--- config.mk ---
export PLATFORM = sky130hd
export DESIGN_NAME = assembler_source_lexer_flat
export DESIGN_NICKNAME = d
export VERILOG_FILES = /design/src/rtl/asl_pkg.sv /design/src/rtl/asl_if.sv /design/src/rtl/asl_step.sv /design/src/rtl/asl_res_buf.sv /design/src/rtl/assembler_source_lexer.sv /design/src/flat_wrapper.sv
export VERILOG_INCLUDE_DIRS = /design/src /design/src/rtl
export SDC_FILE = /design/constraint.sdc
export NUM_CORES = 1
export LEC_CHECK = 0
export ABC_AREA = 1
export BUFFER_PORTS_ARGS = -buffer_cell sky130_fd_sc_hd__buf_2
export CORE_ASPECT_RATIO = 0.9
export CORE_MARGIN = 2
export CORE_UTILIZATION = 60
export CTS_BUF_LIST = sky130_fd_sc_hd__clkbuf_16
export DETAILED_ROUTE_END_ITERATION = 8
export HOLD_SLACK_MARGIN = 0.06
export PLACE_DENSITY = 0.83
export SYNTH_ARGS = -nofsm -noshare
export SYNTH_HDL_FRONTEND = slang
export SYNTH_SLANG_ARGS = --single-unit
--- constraint.sdc ---
create_clock -name clk_i -period 11.5 [get_ports clk_i]
set_input_delay 0.575 -clock clk_i [delete_from_list [all_inputs] [get_ports clk_i]]
set_output_delay 0.575 -clock clk_i [all_outputs]
set_load 0.03 [all_outputs]
--- src/rtl/assert_macros.svh ---
// ---------------------------------------------------------------------------
// assertion macros
// concurrent checks on clk_i with reset rst_ni, removed for synthesis
// ---------------------------------------------------------------------------
`ifndef ASSERT_MACROS_SVH
`define ASSERT_MACROS_SVH

`ifndef SYNTHESIS
`define ASSERT_AT(lbl, prop, msg) \
  lbl: assert property (@(posedge clk_i) disable iff (!rst_ni) prop) else $error(msg);
`define ASSERT_NEVER(lbl, cond, msg) \
  lbl: assert property (@(posedge clk_i) disable iff (!rst_ni) !(cond)) else $error(msg);
`else
`define ASSERT_AT(lbl, prop, msg)
`define ASSERT_NEVER(lbl, cond, msg)
`endif

`endif

--- src/rtl/asl_pkg.sv ---
// ---------------------------------------------------------------------------
// asl_pkg
// shared types, codes and character classes of the source lexer
// ---------------------------------------------------------------------------
package asl_pkg;

  localparam int unsigned MAX_TEXT = 31;

  // token kinds
  localparam logic [3:0] K_ENDF  = 4'd0;
  localparam logic [3:0] K_ENDL  = 4'd1;
  localparam logic [3:0] K_INT   = 4'd2;
  localparam logic [3:0] K_HEX   = 4'd3;
  localparam logic [3:0] K_OCT   = 4'd4;
  localparam logic [3:0] K_SYM   = 4'd5;
  localparam logic [3:0] K_LABEL = 4'd6;
  localparam logic [3:0] K_SIGN  = 4'd7;
  localparam logic [3:0] K_ADDR  = 4'd8;

  // lexer modes
  localparam logic [3:0] M_IDLE    = 4'd0;
  localparam logic [3:0] M_SKIP    = 4'd1;
  localparam logic [3:0] M_ZERO    = 4'd2;
  localparam logic [3:0] M_OCT     = 4'd3;
  localparam logic [3:0] M_HEX     = 4'd4;
  localparam logic [3:0] M_DEC     = 4'd5;
  localparam logic [3:0] M_SYM     = 4'd6;
  localparam logic [3:0] M_HEXLOOK = 4'd7;
  localparam logic [3:0] M_SYMLOOK = 4'd8;

  // characters
  localparam logic [7:0] CH_LF     = 8'h0A;
  localparam logic [7:0] CH_SPACE  = 8'h20;
  localparam logic [7:0] CH_ZERO   = 8'h30;
  localparam logic [7:0] CH_COLON  = 8'h3A;
  localparam logic [7:0] CH_SEMI   = 8'h3B;
  localparam logic [7:0] CH_USCORE = 8'h5F;
  localparam logic [7:0] CH_X      = 8'h78;

  typedef struct packed {
    logic       is_token_end;
    logic [3:0] token_kind;
    logic [7:0] text_char;
    logic [4:0] text_length;
  } res_t;

  function automatic logic is_dig(logic [7:0] c);
    return c inside {[8'h30:8'h39]};
  endfunction

  function automatic logic is_oct(logic [7:0] c);
    return c inside {[8'h30:8'h37]};
  endfunction

  function automatic logic is_hex(logic [7:0] c);
    return c inside {[8'h30:8'h39], [8'h41:8'h46], [8'h61:8'h66]};
  endfunction

  function automatic logic is_word_ch(logic [7:0] c);
    return (c == CH_USCORE) || (c inside {[8'h30:8'h39], [8'h41:8'h5A], [8'h61:8'h7A]});
  endfunction

  function automatic res_t mk_echo(logic [7:0] c);
    res_t r;
    r.is_token_end = 1'b0;
    r.token_kind   = K_ENDF;
    r.text_char    = c;
    r.text_length  = 5'd0;
    return r;
  endfunction

  function automatic res_t mk_end(logic [3:0] kind, logic [4:0] len);
    res_t r;
    r.is_token_end = 1'b1;
    r.token_kind   = kind;
    r.text_char    = 8'd0;
    r.text_length  = len;
    return r;
  endfunction

endpackage

--- src/rtl/asl_if.sv ---
// ---------------------------------------------------------------------------
// asl_in_if / asl_out_if
// valid/ready channels for source characters and lexer results
// ---------------------------------------------------------------------------
interface asl_in_if;
  logic       valid;
  logic       ready;
  logic [7:0] source_char;
  logic       end_of_input;

  modport source (output valid, source_char, end_of_input, input ready);
  modport sink   (input valid, source_char, end_of_input, output ready);
endinterface

interface asl_out_if;
  logic       valid;
  logic       ready;
  logic       is_token_end;
  logic [3:0] token_kind;
  logic [7:0] text_char;
  logic [4:0] text_length;
  logic       last_of_run;

  modport source (output valid, is_token_end, token_kind, text_char, text_length,
                  last_of_run, input ready);
  modport sink   (input valid, is_token_end, token_kind, text_char, text_length,
                  last_of_run, output ready);
endinterface

--- src/rtl/asl_step.sv ---
// ---------------------------------------------------------------------------
// asl_step
// one pass of the lexer mode logic on one character
// ---------------------------------------------------------------------------
module asl_step #(
  parameter int unsigned MaxText = asl_pkg::MAX_TEXT,
  parameter int unsigned KeptW   = $clog2(MaxText + 1)
) (
  input  logic [3:0]              mode_i,
  input  logic [KeptW-1:0]        kept_i,
  input  logic [7:0]              char_i,
  input  logic                    eof_i,
  output logic [3:0]              mode_o,
  output logic [KeptW-1:0]        kept_o,
  output logic                    again_o,
  output logic [1:0]              n_o,
  output asl_pkg::res_t [1:0]     res_o
);
  import asl_pkg::*;

  logic can_keep;
  logic blank;
  logic look_hex;

  assign can_keep = kept_i < KeptW'(MaxText);
  assign blank    = !eof_i && (char_i <= CH_SPACE) && (char_i != CH_LF);
  assign look_hex = (mode_i == M_HEXLOOK);

  always_comb begin
    mode_o  = mode_i;
    kept_o  = kept_i;
    again_o = 1'b0;
    n_o     = 2'd0;
    res_o   = '0;
    case (mode_i)
      M_IDLE: begin
        kept_o = '0;
        if (eof_i) begin
          res_o[0] = mk_end(K_ENDF, 5'd0);
          n_o      = 2'd1;
        end else if (char_i == CH_LF) begin
          res_o[0] = mk_end(K_ENDL, 5'd0);
          n_o      = 2'd1;
        end else if (char_i == CH_SEMI) begin
          mode_o = M_SKIP;
        end else if (char_i <= CH_SPACE) begin
          mode_o = M_IDLE;
        end else begin
          res_o[0] = mk_echo(char_i);
          n_o      = 2'd1;
          kept_o   = KeptW'(1);
          if (char_i == CH_ZERO) begin
            mode_o = M_ZERO;
          end else if (is_dig(char_i)) begin
            mode_o = M_DEC;
          end else if (is_word_ch(char_i)) begin
            mode_o = M_SYM;
          end else begin
            res_o[1] = mk_end(K_SIGN, 5'd1);
            n_o      = 2'd2;
            kept_o   = '0;
          end
        end
      end
      M_SKIP: begin
        if (eof_i || char_i == CH_LF) begin
          res_o[0] = mk_end(K_ENDL, 5'(kept_i));
          n_o      = 2'd1;
          kept_o   = '0;
          mode_o   = M_IDLE;
          again_o  = eof_i;
        end
      end
      M_ZERO: begin
        if (!eof_i && is_dig(char_i)) begin
          mode_o  = M_OCT;
          again_o = 1'b1;
        end else if (!eof_i && char_i == CH_X) begin
          mode_o = M_HEX;
          if (can_keep) begin
            res_o[0] = mk_echo(char_i);
            n_o      = 2'd1;
            kept_o   = kept_i + KeptW'(1);
          end
        end else begin
          res_o[0] = mk_end(K_INT, 5'(kept_i));
          n_o      = 2'd1;
          kept_o   = '0;
          mode_o   = M_IDLE;
          again_o  = 1'b1;
        end
      end
      M_OCT, M_DEC: begin
        if (!eof_i && ((mode_i == M_OCT) ? is_oct(char_i) : is_dig(char_i))) begin
          if (can_keep) begin
            res_o[0] = mk_echo(char_i);
            n_o      = 2'd1;
            kept_o   = kept_i + KeptW'(1);
          end
        end else begin
          res_o[0] = mk_end((mode_i == M_OCT) ? K_OCT : K_INT, 5'(kept_i));
          n_o      = 2'd1;
          kept_o   = '0;
          mode_o   = M_IDLE;
          again_o  = 1'b1;
        end
      end
      M_HEX, M_SYM: begin
        if (!eof_i && ((mode_i == M_HEX) ? is_hex(char_i) : is_word_ch(char_i))) begin
          if (can_keep) begin
            res_o[0] = mk_echo(char_i);
            n_o      = 2'd1;
            kept_o   = kept_i + KeptW'(1);
          end
        end else begin
          mode_o  = (mode_i == M_HEX) ? M_HEXLOOK : M_SYMLOOK;
          again_o = 1'b1;
        end
      end
      M_HEXLOOK, M_SYMLOOK: begin
        if (!blank) begin
          n_o    = 2'd1;
          kept_o = '0;
          mode_o = M_IDLE;
          if (!eof_i && char_i == CH_COLON) begin
            res_o[0] = mk_end(look_hex ? K_ADDR : K_LABEL, 5'(kept_i));
          end else begin
            res_o[0] = mk_end(look_hex ? K_HEX : K_SYM, 5'(kept_i));
            again_o  = 1'b1;
          end
        end
      end
      default: begin
        mode_o  = M_IDLE;
        kept_o  = '0;
        again_o = 1'b1;
      end
    endcase
  end

endmodule

--- src/rtl/asl_res_buf.sv ---
// ---------------------------------------------------------------------------
// asl_res_buf
// holds the results of one character and hands them out one per cycle while out_o.ready is high
// ---------------------------------------------------------------------------
`include "assert_macros.svh"

module asl_res_buf (
  input  logic                 clk_i,
  input  logic                 rst_ni,
  input  logic                 load_i,
  input  logic [1:0]           n_i,
  input  asl_pkg::res_t [2:0]  res_i,
  output logic                 load_ok_o,
  asl_out_if.source            out_o
);
  import asl_pkg::*;

  res_t [2:0] buf_q;
  logic [1:0] left_q, left_d;
  logic       pop;

  assign pop       = out_o.valid && out_o.ready;
  assign load_ok_o = (left_q == 2'd0) || (left_q == 2'd1 && out_o.ready);

  always_comb begin
    left_d = left_q;
    if (load_i) begin
      left_d = n_i;
    end else if (pop) begin
      left_d = left_q - 2'd1;
    end
  end

  always_ff @(posedge clk_i or negedge rst_ni) begin
    if (!rst_ni) begin
      left_q <= 2'd0;
    end else begin
      left_q <= left_d;
    end
  end

  always_ff @(posedge clk_i) begin
    if (load_i) begin
      buf_q <= res_i;
    end else if (pop) begin
      buf_q[0] <= buf_q[1];
      buf_q[1] <= buf_q[2];
    end
  end

  assign out_o.valid        = (left_q != 2'd0);
  assign out_o.is_token_end = buf_q[0].is_token_end;
  assign out_o.token_kind   = buf_q[0].token_kind;
  assign out_o.text_char    = buf_q[0].text_char;
  assign out_o.text_length  = buf_q[0].text_length;
  assign out_o.last_of_run  = (left_q == 2'd1);

  `ASSERT_NEVER(no_overwrite, load_i && left_q > 2'd1, "load over pending results")
  `ASSERT_NEVER(no_lost_pop, load_i && left_q == 2'd1 && !pop, "load over unsent result")
  `ASSERT_AT(load_count, load_i |=> left_q == $past(n_i), "result count not loaded")
  `ASSERT_AT(run_continues, (pop && left_q > 2'd1) |=> out_o.valid, "run cut short")

endmodule

--- src/rtl/assembler_source_lexer.sv ---
// ---------------------------------------------------------------------------
// assembler_source_lexer
// splits a stream of source bytes into assembler tokens
// ---------------------------------------------------------------------------
// in_i takes one source byte, or an end-of-input flag, per item. out_o gives
// result items: an echo of each kept token character, or a token end with
// kind and kept length. last_of_run marks the final result of one input
// item; an item that only skips or drops bytes gives no result.
// An input item waits in the input register while the mode logic (up to
// four chained passes over that byte) works on it, and its results are
// loaded into the result buffer once the buffer can take them; the first
// result is offered from that buffer register.
// One input item is accepted per cycle while items give at most one result
// and the receiver is ready; an item with more results keeps the next item
// waiting, as the result buffer drains one result per cycle while ready.
// When the receiver stalls, the buffer and then the input register fill and
// in_i.ready drops. Reset returns the lexer to idle between tokens with a
// kept length of zero and empties both registers.
// ---------------------------------------------------------------------------
`include "assert_macros.svh"

module assembler_source_lexer #(
  parameter int unsigned MaxText = asl_pkg::MAX_TEXT
) (
  input  logic      clk_i,
  input  logic      rst_ni,
  asl_in_if.sink    in_i,
  asl_out_if.source out_o
);
  import asl_pkg::*;

  localparam int unsigned KeptW  = $clog2(MaxText + 1);
  localparam int unsigned Passes = 4;

  logic             in_vld_q, in_vld_d;
  logic [7:0]       char_q;
  logic             eof_q;
  logic [3:0]       mode_q;
  logic [KeptW-1:0] kept_q;
  logic             load_ok;
  logic             step_fire;
  logic             in_take;

  logic [3:0]       mode_s [Passes+1];
  logic [KeptW-1:0] kept_s [Passes+1];
  logic             act_s  [Passes+1];
  logic [3:0]       mode_p [Passes];
  logic [KeptW-1:0] kept_p [Passes];
  logic             again_p[Passes];
  logic [1:0]       n_p    [Passes];
  res_t [1:0]       res_p  [Passes];

  res_t [2:0]       acc;
  logic [1:0]       acc_n;

  assign step_fire = in_vld_q && load_ok;
  assign in_i.ready = !in_vld_q || load_ok;
  assign in_take   = in_i.valid && in_i.ready;

  assign mode_s[0] = mode_q;
  assign kept_s[0] = kept_q;
  assign act_s[0]  = 1'b1;

  for (genvar p = 0; p < Passes; p++) begin : g_pass
    asl_step #(
      .MaxText (MaxText),
      .KeptW   (KeptW)
    ) u_step (
      .mode_i  (mode_s[p]),
      .kept_i  (kept_s[p]),
      .char_i  (char_q),
      .eof_i   (eof_q),
      .mode_o  (mode_p[p]),
      .kept_o  (kept_p[p]),
      .again_o (again_p[p]),
      .n_o     (n_p[p]),
      .res_o   (res_p[p])
    );
    assign mode_s[p+1] = act_s[p] ? mode_p[p] : mode_s[p];
    assign kept_s[p+1] = act_s[p] ? kept_p[p] : kept_s[p];
    assign act_s[p+1]  = act_s[p] && again_p[p];
  end

  // pack the results of the active passes, at most three
  always_comb begin
    acc   = '0;
    acc_n = 2'd0;
    for (int p = 0; p < Passes; p++) begin
      for (int j = 0; j < 2; j++) begin
        if (act_s[p] && (2'(j) < n_p[p]) && (acc_n != 2'd3)) begin
          acc[acc_n] = res_p[p][j];
          acc_n      = acc_n + 2'd1;
        end
      end
    end
  end

  always_comb begin
    in_vld_d = in_vld_q;
    if (in_take) begin
      in_vld_d = 1'b1;
    end else if (step_fire) begin
      in_vld_d = 1'b0;
    end
  end

  always_ff @(posedge clk_i or negedge rst_ni) begin
    if (!rst_ni) begin
      in_vld_q <= 1'b0;
      mode_q   <= M_IDLE;
      kept_q   <= '0;
    end else begin
      in_vld_q <= in_vld_d;
      if (step_fire) begin
        mode_q <= mode_s[Passes];
        kept_q <= kept_s[Passes];
      end
    end
  end

  always_ff @(posedge clk_i) begin
    if (in_take) begin
      char_q <= in_i.source_char;
      eof_q  <= in_i.end_of_input;
    end
  end

  asl_res_buf u_res_buf (
    .clk_i     (clk_i),
    .rst_ni    (rst_ni),
    .load_i    (step_fire),
    .n_i       (acc_n),
    .res_i     (acc),
    .load_ok_o (load_ok),
    .out_o     (out_o)
  );

  `ASSERT_AT(kept_bounded, kept_q <= KeptW'(MaxText), "kept length beyond limit")
  `ASSERT_NEVER(eof_silent, step_fire && eof_q && acc_n == 2'd0, "end of input gave no result")
  `ASSERT_AT(held_input, (in_vld_q && !step_fire) |=> in_vld_q && $stable(char_q),
             "waiting input item lost")

endmodule
--- src/flat_wrapper.sv ---
// flat-port wrapper written by rule: the top's interface ports become plain ports
module assembler_source_lexer_flat import asl_pkg::*;
#(
  parameter int unsigned MaxText = asl_pkg::MAX_TEXT
)
  (clk_i, rst_ni, in_i_valid, in_i_source_char, in_i_end_of_input, in_i_ready, out_o_valid, out_o_is_token_end, out_o_token_kind, out_o_text_char, out_o_text_length, out_o_last_of_run, out_o_ready);
  asl_in_if in_i_i ();
  asl_out_if out_o_i ();
  input  logic clk_i;
  input  logic rst_ni;
  input wire logic [$bits(in_i_i.valid)-1:0] in_i_valid;
  input wire logic [$bits(in_i_i.source_char)-1:0] in_i_source_char;
  input wire logic [$bits(in_i_i.end_of_input)-1:0] in_i_end_of_input;
  output wire logic [$bits(in_i_i.ready)-1:0] in_i_ready;
  output wire logic [$bits(out_o_i.valid)-1:0] out_o_valid;
  output wire logic [$bits(out_o_i.is_token_end)-1:0] out_o_is_token_end;
  output wire logic [$bits(out_o_i.token_kind)-1:0] out_o_token_kind;
  output wire logic [$bits(out_o_i.text_char)-1:0] out_o_text_char;
  output wire logic [$bits(out_o_i.text_length)-1:0] out_o_text_length;
  output wire logic [$bits(out_o_i.last_of_run)-1:0] out_o_last_of_run;
  input wire logic [$bits(out_o_i.ready)-1:0] out_o_ready;
  assign in_i_i.valid = in_i_valid;
  assign in_i_i.source_char = in_i_source_char;
  assign in_i_i.end_of_input = in_i_end_of_input;
  assign in_i_ready = in_i_i.ready;
  assign out_o_valid = out_o_i.valid;
  assign out_o_is_token_end = out_o_i.is_token_end;
  assign out_o_token_kind = out_o_i.token_kind;
  assign out_o_text_char = out_o_i.text_char;
  assign out_o_text_length = out_o_i.text_length;
  assign out_o_last_of_run = out_o_i.last_of_run;
  assign out_o_i.ready = out_o_ready;
  assembler_source_lexer #(.MaxText(MaxText)) u_core (.clk_i(clk_i), .rst_ni(rst_ni), .in_i(in_i_i), .out_o(out_o_i));
endmodule
==> run_results.csv <==
group,metric,value,unit
worst_setup_path,crit_path_frequent_cell,"inv_1",
floorplan,fp.dieW,108,um
sta,hold_viol,0,
global_route,antenna_found_initial,0,
clock_tree,cts_root_buf,"clkbuf_16",
sta,max-slew-margin-rel,54.1,%
clock_tree,path_clk_slew,0.06,ns
yosys,yosysWarnings,0,
worst_setup_path,arrival,7.43,ns
yosys,syn_inst,839,
floorplan,ioPinCount,34,
worst_setup_path,slowest_delay,0.59,ns
yosys,synth_ff_type,"edfxtp_1",
worst_setup_path,cp_max_fo,18,
sta,max_slew.worst_pin.slew,0.688,ns
final_layout,nets,887,
floorplan,initial_core_util,61.1,%
global_route,grt_pass1_vias,5412,
clock_tree,post_cts_resized,0,
global_route,grt_max_degree,61,
yosys,syn-cell-area,5850,sq um
placement,numPortBuffers,33,
yosys,synth_top_family_by_area,"simple AND/OR/NAND/NOR gates",
sta,setup_tns,0,ns
final_layout,area_growth,7.34,%
yosys,synth_xor_area_share,0.278,%
yosys,yosys.area_share.simple,36.6,%
sta,min_period,7.36,ns
yosys,synthAdderAreaFrac,3.85,%
route,post-route-drc-count,0,
route,drt_iter0_markers,683,
clock_tree,cts_htree_levels,3,
floorplan,dieHeight,97.6,um
clock_tree,clk_latency,0.34,ns
worst_setup_path,worstSetupPathType,"register to register",
yosys,yosys_register_bits,75,
yosys,netlist_top_cells_area,"edfxtp_1 32%, nand2_1 18%, inv_1 5.7%",
hold_path,worst_hold_path_type,"input port to asynchronous set/reset pin",
sta,rsz0062_at_grt,"false",
worst_setup_path,start_kind,"register",
yosys,synth_top_area_cell,"edfxtp_1",
yosys,synthDominantCellAreaShare,32.4,%
worst_setup_path,crit_path_end_kind,"register",
route,dr.pass1.iters,6,
yosys,avgSynthCellArea,6.97,sq um
yosys,synth_compound_area_share,11.3,%
clock_tree,numCtsBuffers,9,
clock_tree,post_cts_buffers,0,
clock_tree,cts.sinks,75,
worst_setup_path,cp_slowest_cell,"edfxtp_1",
route,post_drt_wl_per_cell,17.6,um
global_route,grt_pass1_wl,27700,um
run,maxCapViolations,0,
placement,dp_hpwl,13300,um
final_layout,fillers,857,
clock_tree,cts_tree,"done",
clock_tree,cts.path.max_buffers,2,
yosys,ys_seq_area_share,37.5,%
floorplan,core_area,9570,sq um
yosys,ys_types,46,
yosys,synth_edf_count,63,
floorplan,rows,34,
global_route,grt_overflow,0,
final_layout,layout-drive-gt1-share,12.4,%
outcome,status,"completed",
route,routed_wl,17400,um
final_layout,n_antenna_cell,0,
clock_tree,ctsHoldBuffers,0,
yosys,async_reset_ff_share,16.0,%
sta,fin_crit_sh,64.0,%
route,antenna_left,0,
placement,gp_congestion,1.12,
sta,skew,0.00893,ns
route,vias_per_cell,5.96,
sta,setup_violations,0,
global_route,grt_use_total,34.4,%
worst_setup_path,crit_required,11.57,ns
floorplan,die_area,10500,sq um
route,vias,5882,
sta,clock.fmax,136,MHz
yosys,synth.area.mux_share,0,%
sta,slew_viol_final,0,
cells by family after synthesis:
logic type	Yosys count
xor gates and xnor gates	1
DFF	75
adders and majority gates	18
AOI/OAI and AO/OA	116
and+or+nand+nor	488
buffers and inverters	140
other	1
worst paths after layout:
kind                       slack, ns                                     to  depth (start not counted)                       start
min in group clk_i              0.40                       u_core.char_q[4]                          1         in_i_source_char[4]
max in group asynchronous      11.09                       u_core.kept_q[3]                          1                      rst_ni
min reg2reg                     0.52             u_core.u_res_buf.buf_q[32]                          2  u_core.u_res_buf.buf_q[50]
max reg2reg                     4.14  u_core.u_res_buf.out_o.text_length[1]                         37            u_core.char_q[3]
max                             4.14  u_core.u_res_buf.out_o.text_length[1]                         37            u_core.char_q[3]
min                             0.13                        u_core.in_vld_q                          1                      rst_ni
sequential cells by signal, indices dropped and copies added, names as in the netlist, 2 cells and up:
| name | cells |
|---|---|
| u_core.u_res_buf.buf_q | 36 |
| u_core.char_q | 8 |
| u_core.u_res_buf.out_o.text_char | 8 |
| u_core.kept_q | 5 |
| u_core.u_res_buf.out_o.text_length | 5 |
| u_core.mode_q | 4 |
| u_core.u_res_buf.out_o.token_kind | 4 |
| u_core.u_res_buf.left_q | 2 |
layout make-up:
cell class | count | area, sq um | share of cell area (%)
Clock buffer | 9 | 225 | 3.59
Inverter | 105 | 395 | 6.30
Multi-Input combinational cell | 628 | 3070 | 48.9
Clock inverter | 7 | 43.8 | 0.698
Timing Repair Buffer | 37 | 195 | 3.11
Sequential cell | 75 | 2190 | 34.9
Tap cell | 126 | 158 | 2.51
synth_stat cells, drive strengths merged (4+ instances only):
library cell and count:
a21oi 24, a22oi 5, buf 24, clkbuf 11
clkinv 4, dfrtp 12, edfxtp 63, ha 18
inv 101, nand2 287, nand3 69, nand4 12
nor2 102, nor3 14, o211ai 4, o21ai 66
through the flow:
| step | hold WS [ns] | instances | util (%) | instance area [sq um] | worst slack, ns |
|---|---|---|---|---|---|
| 4_1_cts | 0.141 | 987 | 65.6 | 6270 | 4.34 |
| 5_1_grt | 0.162 | 987 | 65.6 | 6270 | 3.56 |
| 2_1_floorplan | 0.279 | 843 | - | 5860 | 6.04 |
| 6_report | 0.132 | 987 | 65.6 | 6270 | 4.14 |
| 3_5_place_dp | 0.510 | 971 | 62.7 | 6010 | 4.37 |
| 3_3_place_gp | 0.498 | 971 | 62.7 | 6010 | 4.86 |
routing by layer:
metal  part of all wire [%]  vias up  GRT usage, %  routed length (um)
li1                       -     2756             -                   -
met2                     45      396          51.8                7740
met3                     11       55          6.64                1940
met1                     41     2675          48.7                7110
met5                      0        -             0                   0
met4                    3.5        0          14.3                 607
critical path, delay by kind of cell (launching register included):
kind / cells / cell delay, ns
AO/OA/AOI/OAI: 5 / 1.12
flip-flops: 1 / 0.59
adder cells (fa/ha/maj): 3 / 0.62
AND/OR/NAND/NOR: 20 / 3.53
buffers and inverters: 9 / 1.18
placed cells by master (no fill, tap or decap), types with 3 or more instances in the layout:
cell type and n:
a21oi_1 24, a22oi_1 5, a31oi_1 3, buf_2 33, buf_4 4, clkbuf_16 9
clkinv_1 3, clkinv_2 4, conb_1 5, dfrtp_1 12, edfxtp_1 63, ha_1 18
inv_1 90, inv_2 12, nand2_1 276, nand2_2 11, nand3_1 65, nand4_1 8
nand4_2 3, nor2_1 85, nor2_2 13, nor2_4 4, nor3_1 13, o2111ai_1 3
o211ai_1 4, o21ai_0 37, o21ai_1 28
Power is left out: the tool's default activity adds up to more than one toggle a clock period on the data nets, which glitch-free logic cannot reach.
